$ cat src/rtl/stb_pkg.sv
// Shared types, operation codes and sizes for the software timer bank.
package stb_pkg;

    localparam int TIMER_COUNT = 8;
    localparam int CH_W        = (TIMER_COUNT > 1) ? $clog2(TIMER_COUNT) : 1;

    localparam logic [2:0] OP_TICK         = 3'd0;
    localparam logic [2:0] OP_START_SINGLE = 3'd1;
    localparam logic [2:0] OP_START_REPEAT = 3'd2;
    localparam logic [2:0] OP_STOP         = 3'd3;
    localparam logic [2:0] OP_QUERY        = 3'd4;
    localparam logic [2:0] OP_RESET        = 3'd5;

    typedef struct packed {
        logic [2:0]  operation;
        logic [7:0]  timer_index;
        logic [31:0] timeout_ticks;
    } t_in_item;

    typedef struct packed {
        logic       expired;
        logic [7:0] echo_index;
    } t_out_item;

    typedef struct packed {
        logic            load_item;
        logic            exec;
        logic            sweep;
        logic            load_out;
        logic [CH_W-1:0] ch;
    } t_cmd;

endpackage

$ cat src/rtl/stb_ctrl.sv
// Controller state machine that sequences single-channel operations and tick sweeps.
module stb_ctrl (
    input  logic               i_clk,
    input  logic               i_rst_n,
    input  logic               i_in_valid,
    input  logic [2:0]         i_operation,
    output logic               o_in_ready,
    output logic               o_out_valid,
    input  logic               i_out_ready,
    output stb_pkg::t_cmd      o_cmd
);

    localparam logic [1:0] S_IDLE  = 2'd0;
    localparam logic [1:0] S_EXEC  = 2'd1;
    localparam logic [1:0] S_SWEEP = 2'd2;
    localparam logic [1:0] S_DONE  = 2'd3;

    localparam logic [stb_pkg::CH_W-1:0] LAST_CH =
        stb_pkg::CH_W'(stb_pkg::TIMER_COUNT - 1);

    logic [1:0]                r_state, n_state;
    logic [stb_pkg::CH_W-1:0]  r_ch, n_ch;
    logic                      r_out_valid, n_out_valid;
    logic                      w_accept;
    logic                      w_load_out;

    assign o_in_ready  = (r_state == S_IDLE);
    assign w_accept    = i_in_valid && o_in_ready;
    assign w_load_out  = (r_state == S_DONE) && (!r_out_valid || i_out_ready);
    assign o_out_valid = r_out_valid;

    always_comb begin
        o_cmd.load_item = w_accept;
        o_cmd.exec      = (r_state == S_EXEC);
        o_cmd.sweep     = (r_state == S_SWEEP);
        o_cmd.load_out  = w_load_out;
        o_cmd.ch        = r_ch;
    end

    always_comb begin
        n_state     = r_state;
        n_ch        = r_ch;
        n_out_valid = r_out_valid;
        if (r_out_valid && i_out_ready) begin
            n_out_valid = 1'b0;
        end
        unique case (r_state)
            S_IDLE: begin
                if (w_accept) begin
                    n_ch    = '0;
                    n_state = (i_operation == stb_pkg::OP_TICK) ? S_SWEEP : S_EXEC;
                end
            end
            S_EXEC: begin
                n_state = S_DONE;
            end
            S_SWEEP: begin
                if (r_ch == LAST_CH) begin
                    n_state = S_DONE;
                end else begin
                    n_ch = r_ch + 1'b1;
                end
            end
            S_DONE: begin
                if (w_load_out) begin
                    n_out_valid = 1'b1;
                    n_state     = S_IDLE;
                end
            end
            default: begin
                n_state = S_IDLE;
            end
        endcase
    end

    always_ff @(posedge i_clk) begin
        if (!i_rst_n) begin
            r_state     <= S_IDLE;
            r_ch        <= '0;
            r_out_valid <= 1'b0;
        end else begin
            r_state     <= n_state;
            r_ch        <= n_ch;
            r_out_valid <= n_out_valid;
        end
    end

endmodule

$ cat src/rtl/stb_datapath.sv
// Datapath holding the channel counts, timeouts and flags, and the result register.
module stb_datapath (
    input  logic               i_clk,
    input  logic               i_rst_n,
    input  stb_pkg::t_in_item  i_item,
    input  stb_pkg::t_cmd      i_cmd,
    output stb_pkg::t_out_item o_item
);

    logic [31:0] r_count   [stb_pkg::TIMER_COUNT];
    logic [31:0] r_limit   [stb_pkg::TIMER_COUNT];
    logic [stb_pkg::TIMER_COUNT-1:0] r_expired;
    logic [stb_pkg::TIMER_COUNT-1:0] r_repeat;

    logic [2:0]  r_op;
    logic [7:0]  r_idx;
    logic [31:0] r_timeout;
    logic        r_res_expired;
    stb_pkg::t_out_item r_out;

    logic [stb_pkg::CH_W-1:0] w_addr;
    logic                     w_idx_ok;
    logic [31:0]              w_next;
    logic                     w_hit;

    // The sweep walks the channels; single operations use the captured index.
    assign w_addr   = i_cmd.sweep ? i_cmd.ch : r_idx[stb_pkg::CH_W-1:0];
    assign w_idx_ok = (r_idx < 8'(stb_pkg::TIMER_COUNT));
    assign w_next   = r_count[w_addr] + 32'd1;
    assign w_hit    = (w_next >= r_limit[w_addr]);
    assign o_item   = r_out;

    always_ff @(posedge i_clk) begin
        if (!i_rst_n) begin
            for (int i = 0; i < stb_pkg::TIMER_COUNT; i++) begin
                r_count[i] <= '0;
                r_limit[i] <= '0;
            end
            r_expired <= '0;
            r_repeat  <= '0;
        end else if (i_cmd.sweep) begin
            r_count[w_addr] <= (w_hit && r_repeat[w_addr]) ? 32'd0 : w_next;
            if (w_hit) begin
                r_expired[w_addr] <= 1'b1;
            end
        end else if (i_cmd.exec && w_idx_ok) begin
            unique case (r_op) inside
                stb_pkg::OP_START_SINGLE, stb_pkg::OP_START_REPEAT: begin
                    r_count[w_addr]   <= '0;
                    r_limit[w_addr]   <= r_timeout;
                    r_expired[w_addr] <= 1'b0;
                    r_repeat[w_addr]  <= (r_op == stb_pkg::OP_START_REPEAT);
                end
                stb_pkg::OP_STOP: begin
                    r_count[w_addr]   <= '0;
                    r_expired[w_addr] <= 1'b0;
                    r_repeat[w_addr]  <= 1'b0;
                end
                stb_pkg::OP_QUERY: begin
                    r_expired[w_addr] <= 1'b0;
                end
                stb_pkg::OP_RESET: begin
                    r_count[w_addr]   <= '0;
                    r_expired[w_addr] <= 1'b0;
                end
                default: begin
                end
            endcase
        end
    end

    // Captured word and result; payload only, so no reset is needed.
    always_ff @(posedge i_clk) begin
        if (i_cmd.load_item) begin
            r_op          <= i_item.operation;
            r_idx         <= i_item.timer_index;
            r_timeout     <= i_item.timeout_ticks;
            r_res_expired <= 1'b0;
        end else if (i_cmd.exec) begin
            r_res_expired <= w_idx_ok && (r_op == stb_pkg::OP_QUERY) && r_expired[w_addr];
        end
        if (i_cmd.load_out) begin
            r_out.expired    <= r_res_expired;
            r_out.echo_index <= r_idx;
        end
    end

endmodule

$ cat src/rtl/software_timer_bank_unit.sv
// Top level of the software timer bank: controller, datapath and assertions.
// A bank of eight 32-bit timer channels driven by one word per operation. A tick word
// walks the channels one per clock through a single shared increment-and-compare unit,
// so it keeps the block busy until the last channel is swept; start, stop, reset, query
// and undefined operations pass through one execute state. Every word returns exactly
// one result word; a finished result sits in an output register, so the next word is
// taken while that result waits, and only the following result stalls behind it.
module software_timer_bank_unit (
    input  logic               i_clk,
    input  logic               i_rst_n,
    input  logic               i_in_valid,
    output logic               o_in_ready,
    input  stb_pkg::t_in_item  i_in_item,
    output logic               o_out_valid,
    input  logic               i_out_ready,
    output stb_pkg::t_out_item o_out_item
);

    stb_pkg::t_cmd w_cmd;

    stb_ctrl u_ctrl (
        .i_clk       (i_clk),
        .i_rst_n     (i_rst_n),
        .i_in_valid  (i_in_valid),
        .i_operation (i_in_item.operation),
        .o_in_ready  (o_in_ready),
        .o_out_valid (o_out_valid),
        .i_out_ready (i_out_ready),
        .o_cmd       (w_cmd)
    );

    stb_datapath u_dp (
        .i_clk   (i_clk),
        .i_rst_n (i_rst_n),
        .i_item  (i_in_item),
        .i_cmd   (w_cmd),
        .o_item  (o_out_item)
    );

    // A tick word starts its sweep at the first channel on the next cycle.
    a_tick_starts_sweep: assert property (@(posedge i_clk) disable iff (!i_rst_n)
        (i_in_valid && o_in_ready && i_in_item.operation == stb_pkg::OP_TICK)
        |=> (w_cmd.sweep && w_cmd.ch == '0))
        else $error("tick word did not start a sweep at channel zero");

    // Any other word is executed on the cycle after it is taken.
    a_single_op_exec: assert property (@(posedge i_clk) disable iff (!i_rst_n)
        (i_in_valid && o_in_ready && i_in_item.operation != stb_pkg::OP_TICK)
        |=> w_cmd.exec)
        else $error("single-channel word was not executed");

    // The sweep and a single-channel update never share the state arrays.
    a_no_overlap: assert property (@(posedge i_clk) disable iff (!i_rst_n)
        !(w_cmd.sweep && w_cmd.exec))
        else $error("sweep and single-channel update in the same cycle");

    // No new word is taken while the bank is being swept or updated.
    a_busy_not_ready: assert property (@(posedge i_clk) disable iff (!i_rst_n)
        (w_cmd.sweep || w_cmd.exec) |-> !o_in_ready)
        else $error("input taken while the bank is busy");

endmodule
$ cat config.mk
export PLATFORM = sky130hd
export DESIGN_NAME = software_timer_bank_unit
export DESIGN_NICKNAME = d
export VERILOG_FILES = /design/src/rtl/stb_pkg.sv /design/src/rtl/stb_ctrl.sv /design/src/rtl/stb_datapath.sv /design/src/rtl/software_timer_bank_unit.sv
export SDC_FILE = /design/constraint.sdc
export NUM_CORES = 1
export LEC_CHECK = 0
export BUFFER_PORTS_ARGS = -buffer_cell sky130_fd_sc_hd__buf_2
export CAP_MARGIN = 0
export CORE_MARGIN = 2
export CORE_UTILIZATION = 35
export DETAILED_ROUTE_END_ITERATION = 12
export GPL_ROUTABILITY_DRIVEN = 1
export SYNTH_ARGS = -nofsm -noshare
export SYNTH_HDL_FRONTEND = slang
export SYNTH_SLANG_ARGS = --single-unit
$ cat constraint.sdc
create_clock -name i_clk -period 5.04 [get_ports i_clk]
set_input_delay 1.008 -clock i_clk [delete_from_list [all_inputs] [get_ports i_clk]]
set_output_delay 1.008 -clock i_clk [all_outputs]
set_load 0.02 [all_outputs]
==> results.sh, run 1 <==
export IMPL_netlist_area_sq_um=26690
export IMPL_cap_violations=0
export IMPL_dp_cells=3397
export IMPL_nNetsFinal=2627
export IMPL_crit_fanout=6
export IMPL_synthCells=2129
export IMPL_holdCritPathClass="reg2reg"
export IMPL_min_path_cells=0
export IMPL_io_pins=58
export IMPL_ir_drop_uv=309.8
export IMPL_yosysWarningCount=0
export IMPL_drt_first_pass_iters=8
export IMPL_drt_wl_total_um=94170
export IMPL_drt_vias_per_instance=5.765
export IMPL_ant_nets=0
export IMPL_worst_slack_ps=-594.5
export IMPL_synth_main_ff_cell="edfxtp_1"
export IMPL_fin_cells=3568
export IMPL_end_kind="flip-flop"
export IMPL_drc=0
export IMPL_grt_pass1_wl_um=133100
export IMPL_rr_worst_depth=27
export IMPL_power_leakage_nw=13.22
export IMPL_ys_seq_area_share_pct=65.19
export IMPL_cts_hold_buf=0
export IMPL_vias=20570
export IMPL_core_sq_um=75700
export IMPL_worstSetupPathType="reg2reg"
export IMPL_slowest_stage="or4_4"
export IMPL_outcome="finished with violations"
export IMPL_relSlewSlack_pct=33.77
export IMPL_antenna_found_initial=0
export IMPL_hold_start="u_dp.r_idx[3]"
export IMPL_setup_viol=264
export IMPL_worst_pin_slew_ps=989.7
export IMPL_dieArea_sq_um=78480
export IMPL_drive_gt1_share_pct=36.53
export IMPL_cts_buffers=60
export IMPL_rsz0062_at_grt="yes"
export IMPL_wire_per_inst_um=26.39
export IMPL_clock_path_buffers=3
export IMPL_place_congestion=0.9707
export IMPL_synth_nets=2215
export IMPL_violations="setup timing"
export IMPL_cts_tree="yes"
export IMPL_clock_latency_ps=640
export IMPL_grt_pass1_vias=20260
export IMPL_n_antenna_cell=0
export IMPL_power_density_nw_per_um2=404.8
export IMPL_worstReg2RegEnd="u_dp.r_count[0][26]"
export IMPL_die_width_um=280.1
export IMPL_synthTopCellsByCount="564 x edfxtp_1, 269 x and2_1, 179 x nor2_1"
export IMPL_skew_ps=20.15
export IMPL_areaGrowthSynthToFinish_pct=33.71
export IMPL_hold_ws_ps=449.4
export IMPL_cp_required_ps=5430
export IMPL_grt_max_degree=34
export IMPL_grt_util_all_layers_pct=23.05
export IMPL_grt_ovfl_total=0
export IMPL_critPathLaunchType="flip-flop"
export IMPL_cts_sinks=587
export IMPL_die_h_um=280.1
export IMPL_path_common_cell="buf_12"
export IMPL_rrSetupSlack_ps=-590
export IMPL_crit_path_max_incr_delay_ps=590
export IMPL_worstReg2RegStart="u_ctrl.r_state[0]"
export IMPL_fin_crit_sh_pct=111.8
export IMPL_start_util_pct=35.26
export IMPL_synth_top_cell_by_area="edfxtp_1"
export IMPL_ys_types=85
export IMPL_fmax_ghz=0.1775
export IMPL_utilization_pct=47.14
export IMPL_post_route_min_period_ps=5635
export IMPL_yosysMostFrequentCell="edfxtp_1"
export IMPL_synth_edff_count=564
export IMPL_ys_seq_elements=587
export IMPL_port_buffers=57
export IMPL_avgSynthCellArea_sq_um=12.54
export IMPL_synth_top_area_share_pct=63.46
export IMPL_htree_num_levels=2
export IMPL_power_mw=14.44
export IMPL_fin_tns_setup_ps=-138080
export IMPL_finalMaxSlewViolations=0
export IMPL_crit_arrival_ps=6030
export IMPL_hold_end="u_dp.o_item[3]"
export IMPL_ys_top_cells_by_area="edfxtp_1 63%, and2_1 6.3%, a21oi_1 2.9%"
export IMPL_root_buffer="clkbuf_16"
export IMPL_clk_pin_slew_ps=60
export IMPL_drt_iter0_markers=2445
export IMPL_async_reset_ff_share_pct=0
export IMPL_dpl_hpwl_um=59570
export IMPL_hold_viol=0
export IMPL_fp_row_count=101
==> how the worst max path moves through the flow <==
stage / from / to / slack, ps / cells past startpoint
6_report: u_ctrl.r_state[0] / u_dp.r_count[0][26] / -590 / 27
5_1_grt: u_ctrl.r_state[0] / u_dp.r_count[5][28] / -670 / 27
4_1_cts: u_ctrl.r_state[0] / u_dp.r_count[5][30] / -440 / 23
3_5_place_dp: u_dp.r_idx[0] / u_dp.r_count[1][31] / -900 / 24
3_3_place_gp: u_ctrl.r_state[0] / u_dp.r_count[4][31] / -820 / 26
2_1_floorplan: u_ctrl.r_state[0] / u_dp.r_count[0][29] / -80 / 23
==> report_power, final <==
group	internal, mW	switching (mW)	total (mW)	leakage [nW]
Clock	2.63	1.93	4.56	0.966
Sequential	5.58	0.129	5.71	5.96
Combinational	1.60	2.57	4.18	6.29
==> timing repair <==
| action | 4_1_cts | 5_1_grt |
|---|---|---|
| gates cloned | 9 | 13 |
| pin swaps | 23 | 14 |
| gates resized for setup | 134 | 219 |
| setup buffers | 24 | 14 |
| setup endpoints to repair | 264 | 264 |
==> registers in the layout (all words and copies together), names as in the netlist, named ones only <==
| signal | cells |
|---|---|
| u_ctrl.r_state | 2 |
| u_dp.r_count | 256 |
| u_dp.r_repeat | 8 |
| u_dp.r_limit | 256 |
| u_dp.r_op | 3 |
| u_ctrl.o_out_valid | 1 |
| u_dp.o_item | 9 |
| u_dp.r_idx | 8 |
| u_dp.r_res_expired | 1 |
| u_dp.r_timeout | 32 |
| u_ctrl.r_ch | 3 |
==> cells in the final DEF (no fill, tap or decap), drive strengths merged, types with 39 or more instances in the layout <==
| cell | n |
|---|---|
| a21oi | 155 |
| a222oi | 55 |
| and2 | 269 |
| buf | 490 |
| clkbuf | 87 |
| edfxtp | 564 |
| ha | 39 |
| inv | 42 |
| nand2 | 147 |
| nand3 | 41 |
| nor2 | 180 |
| nor3 | 51 |
| o21ai | 65 |
==> critical path: cells and delay by family (launching register included) <==
kind	cells	cell delay [ps]
adders and majority gates	2	480
and+or+nand+nor	7	1710
AOI/OAI and AO/OA	8	1320
muxes	1	230
buffers and inverters	9	1290
DFF	1	330
==> cells by family (layout without fill, tap and decap cells) <==
kind of cell / after synthesis / after routing / share of synthesized area (%)
AO/OA/AOI/OAI: 476 / 476 / 12.54
XOR/XNOR: 14 / 14 / 0.4594
adder cells (fa/ha/maj): 39 / 39 / 1.828
buffers and inverters: 189 / 650 / 2.911
flip-flops: 587 / 587 / 65.19
multiplexers: 37 / 37 / 1.519
AND/OR/NAND/NOR: 787 / 787 / 15.56
==> final cells by class <==
| cell class | instances | area, sq um |
|---|---|---|
| fill | 6550 | 40010 |
| sequential | 587 | 17400 |
| multi-input combinational | 1353 | 10420 |
| timing repair buffer | 502 | 4509 |
| clock buffer | 76 | 1613 |
| tap | 978 | 1224 |
| clock inverter | 35 | 385.4 |
| inverter | 37 | 138.9 |
==> routing by layer <==
layer | up-vias | global-route usage, % | part of all wire, %
li1 | 8917 | - | -
met1 | 10280 | 29.85 | 39
met2 | 1131 | 37.63 | 47
met3 | 241 | 4.497 | 9.3
met4 | 0 | 10.01 | 4.6
met5 | - | 0 | 0
==> metrics by stage <==
| stage | instance area, sq um | setup slack [ps] |
|---|---|---|
| after detailed placement | 31330 | -904.7 |
| after global placement | 31330 | -817.1 |
| after global routing | 35680 | -673.4 |
| after CTS | 34370 | -436.9 |
| final | 35680 | -594.5 |
| after floorplan | 27310 | -82.41 |
(Power assumes the default switching activity.)
==> inputs of run 2 (changes only) <==
PLACE_DENSITY = 0.58   (was unset)
==> run 2 against run 1 <==
The run still ends with setup timing left. Core utilization down 0.79 points. Non-clock buffer count fell by 43. Count of clock-buffer cells in the layout down 2. First-iteration DRC count decreased by 0.16%. Register-to-register slack better by 40 ps. Fmax is 0.67% higher. Setup slack better by 38 ps. Power is 0.72% lower. Cell count is 1.2% lower. Highest routed layer unchanged.
==> results.sh, run 2 (same netlist as run 1, synthesis figures left out) <==
export IMPL_end_kind="flip-flop"
export IMPL_cp_required_ps=5510
export IMPL_cts_sinks=587
export IMPL_areaGrowthSynthToFinish_pct=31.48
export IMPL_cap_violations=0
export IMPL_largest_registers="u_dp.r_count: 256 flops, u_dp.r_limit: 256 flops, u_dp.r_timeout: 32 flops"
export IMPL_worst_pin_slew_ps=1314
export IMPL_die_h_um=280.1
export IMPL_clock_path_buffers=3
export IMPL_port_buffers=57
export IMPL_power_mw=14.34
export IMPL_root_buffer="clkbuf_16"
export IMPL_worstReg2RegEnd="u_dp.r_count[5][30]"
export IMPL_htree_num_levels=2
export IMPL_dp_slack_ps=-803.0
export IMPL_multi_input_area_sq_um=10300
export IMPL_n_antenna_cell=0
export IMPL_power_leakage_nw=12.91
export IMPL_holdCritPathClass="reg2reg"
export IMPL_dpl_hpwl_um=59690
export IMPL_violations="setup timing"
export IMPL_grtUsageMet2_pct=37.14
export IMPL_ant_nets=0
export IMPL_crit_fanout=6
export IMPL_clock_latency_ps=680
export IMPL_fin_crit_sh_pct=111.0
export IMPL_grt_pass1_wl_um=132700
export IMPL_grt_ovfl_total=0
export IMPL_drt_iter0_markers=2441
export IMPL_wire_per_inst_um=26.50
export IMPL_grt_util_all_layers_pct=22.92
export IMPL_final_common_cell="edfxtp_1"
export IMPL_hold_ws_ps=450.5
export IMPL_crit_start="u_ctrl.r_state[0]"
export IMPL_die_width_um=280.1
export IMPL_relSlewSlack_pct=12.08
export IMPL_cts_buffers=60
export IMPL_fillers=6680
export IMPL_io_pins=58
export IMPL_drive_gt1_share_pct=33.82
export IMPL_rr_worst_depth=22
export IMPL_post_route_min_period_ps=5597
export IMPL_nNetsFinal=2584
export IMPL_skew_ps=67.56
export IMPL_grt_max_degree=33
export IMPL_start_util_pct=35.26
export IMPL_met3_usage_pct=3.497
export IMPL_drt_wl_total_um=93370
export IMPL_ff_latch_area_sq_um=17400
export IMPL_vias=20400
export IMPL_grt_busiest_layer="met2"
export IMPL_cts_tree="yes"
export IMPL_antenna_found_initial=0
export IMPL_rrSetupSlack_ps=-560
export IMPL_worst_slack_ps=-556.8
export IMPL_crit_arrival_ps=6060
export IMPL_place_congestion=0.9416
export IMPL_power_density_nw_per_um2=408.7
export IMPL_cp_endpoint="u_dp.r_count[5][30]"
export IMPL_worstSetupPathType="reg2reg"
export IMPL_fmax_ghz=0.1787
export IMPL_outcome="finished with violations"
export IMPL_drc=0
export IMPL_grt_pass1_vias=20160
export IMPL_hold_viol=0
export IMPL_critPathLaunchType="flip-flop"
export IMPL_worstReg2RegStart="u_ctrl.r_state[0]"
export IMPL_ir_drop_uv=313.2
export IMPL_mostFrequentLayoutCells="564 x edfxtp_1, 335 x buf_4, 265 x and2_1"
export IMPL_fp_row_count=101
export IMPL_drt_vias_per_instance=5.787
export IMPL_dieArea_sq_um=78480
export IMPL_rsz0062_at_grt="yes"
export IMPL_drt_first_pass_iters=7
export IMPL_core_sq_um=75700
export IMPL_clk_pin_slew_ps=60
export IMPL_use_met1_pct=30.72
export IMPL_setup_viol=264
export IMPL_finalMaxSlewViolations=0
[run 2: cell types whose count changed in the layout (fill, tap and decap cells not counted), moves of 4 or more]
cell      change
buf_4        -40
a21oi_2      -22
buf_16        -9
nor2_1       +11
ha_1          -4
nor2_2       -10
nor3_2        -6
clkinv_1      +4
nor3_1        +6
buf_12        +5
a21oi_1      +24
[run 2: worst min path at each step]
stage,slack [ps],cells past startpoint,start,to
5_1_grt,480,0,u_dp.r_idx[7],u_dp.o_item[7]
2_1_floorplan,410,0,u_dp.r_res_expired,u_dp.o_item[8]
3_3_place_gp,440,0,u_dp.r_idx[6],u_dp.o_item[6]
6_report,450,0,u_dp.r_idx[7],u_dp.o_item[7]
4_1_cts,460,0,u_dp.r_idx[7],u_dp.o_item[7]
3_5_place_dp,440,0,u_dp.r_idx[7],u_dp.o_item[7]
[run 2: report_power, final]
part	switching [mW]	internal, mW
logic	2.55	1.54
clock network	1.94	2.59
registers	0.129	5.58
total	4.62	9.72
[run 2: worst max-delay path, stage by stage, from the launching register on]
cell and delay [ps]:
dfxtp_2 330, inv_2 50, ha_4 180, buf_6 130, and4b_2 240, a31oi_4 250, a2bb2oi_2 200, or4b_4 510
or4_4 560, or4_4 530, or4_4 550, nand2_4 110, ha_4 210, a21o_1 200, a31oi_2 180, o211ai_1 140
buf_4 170, o21ai_4 160, buf_6 150, buf_6 110, nand2_8 90, buf_12 160, nor3_4 150
[run 2: per-stage QoR]
step / TNS [ps] / instances / area [sq um] / util (%)
4_1_cts: -85740 / 3500 / 33820 / 44.68
2_1_floorplan: -14270 / 2129 / 27310 / -
3_3_place_gp: -208350 / 3365 / 31160 / 41.17
5_1_grt: -157820 / 3524 / 35090 / 46.36
3_5_place_dp: -192780 / 3365 / 31160 / 41.17
6_report: -120230 / 3524 / 35090 / 46.36
[run 2: repair_timing]
| action | 4_1_cts | 5_1_grt |
|---|---|---|
| gates cloned | 3 | 14 |
| pin swaps | 12 | 28 |
| setup endpoints to repair | 264 | 264 |
| setup buffers | 22 | 13 |
| hold endpoints to repair | 0 | 0 |
| gates resized for setup | 101 | 217 |
| hold buffers | 0 | 0 |
[run 2: per-layer routing]
layer / part of all wire (%) / vias to the layer above
met5: 0 / -
met4: 4.4 / 0
met3: 8.6 / 219
met2: 47 / 1064
met1: 40 / 10300
li1: - / 8817
[run 2: layout make-up]
class | instances | share of cell area [%]
Clock buffer | 74 | 4.429
Clock inverter | 36 | 1.187
Inverter | 37 | 0.3958
Multi-Input combinational cell | 1353 | 29.36
Sequential cell | 587 | 49.58
Tap cell | 978 | 3.487
Timing Repair Buffer | 459 | 11.56
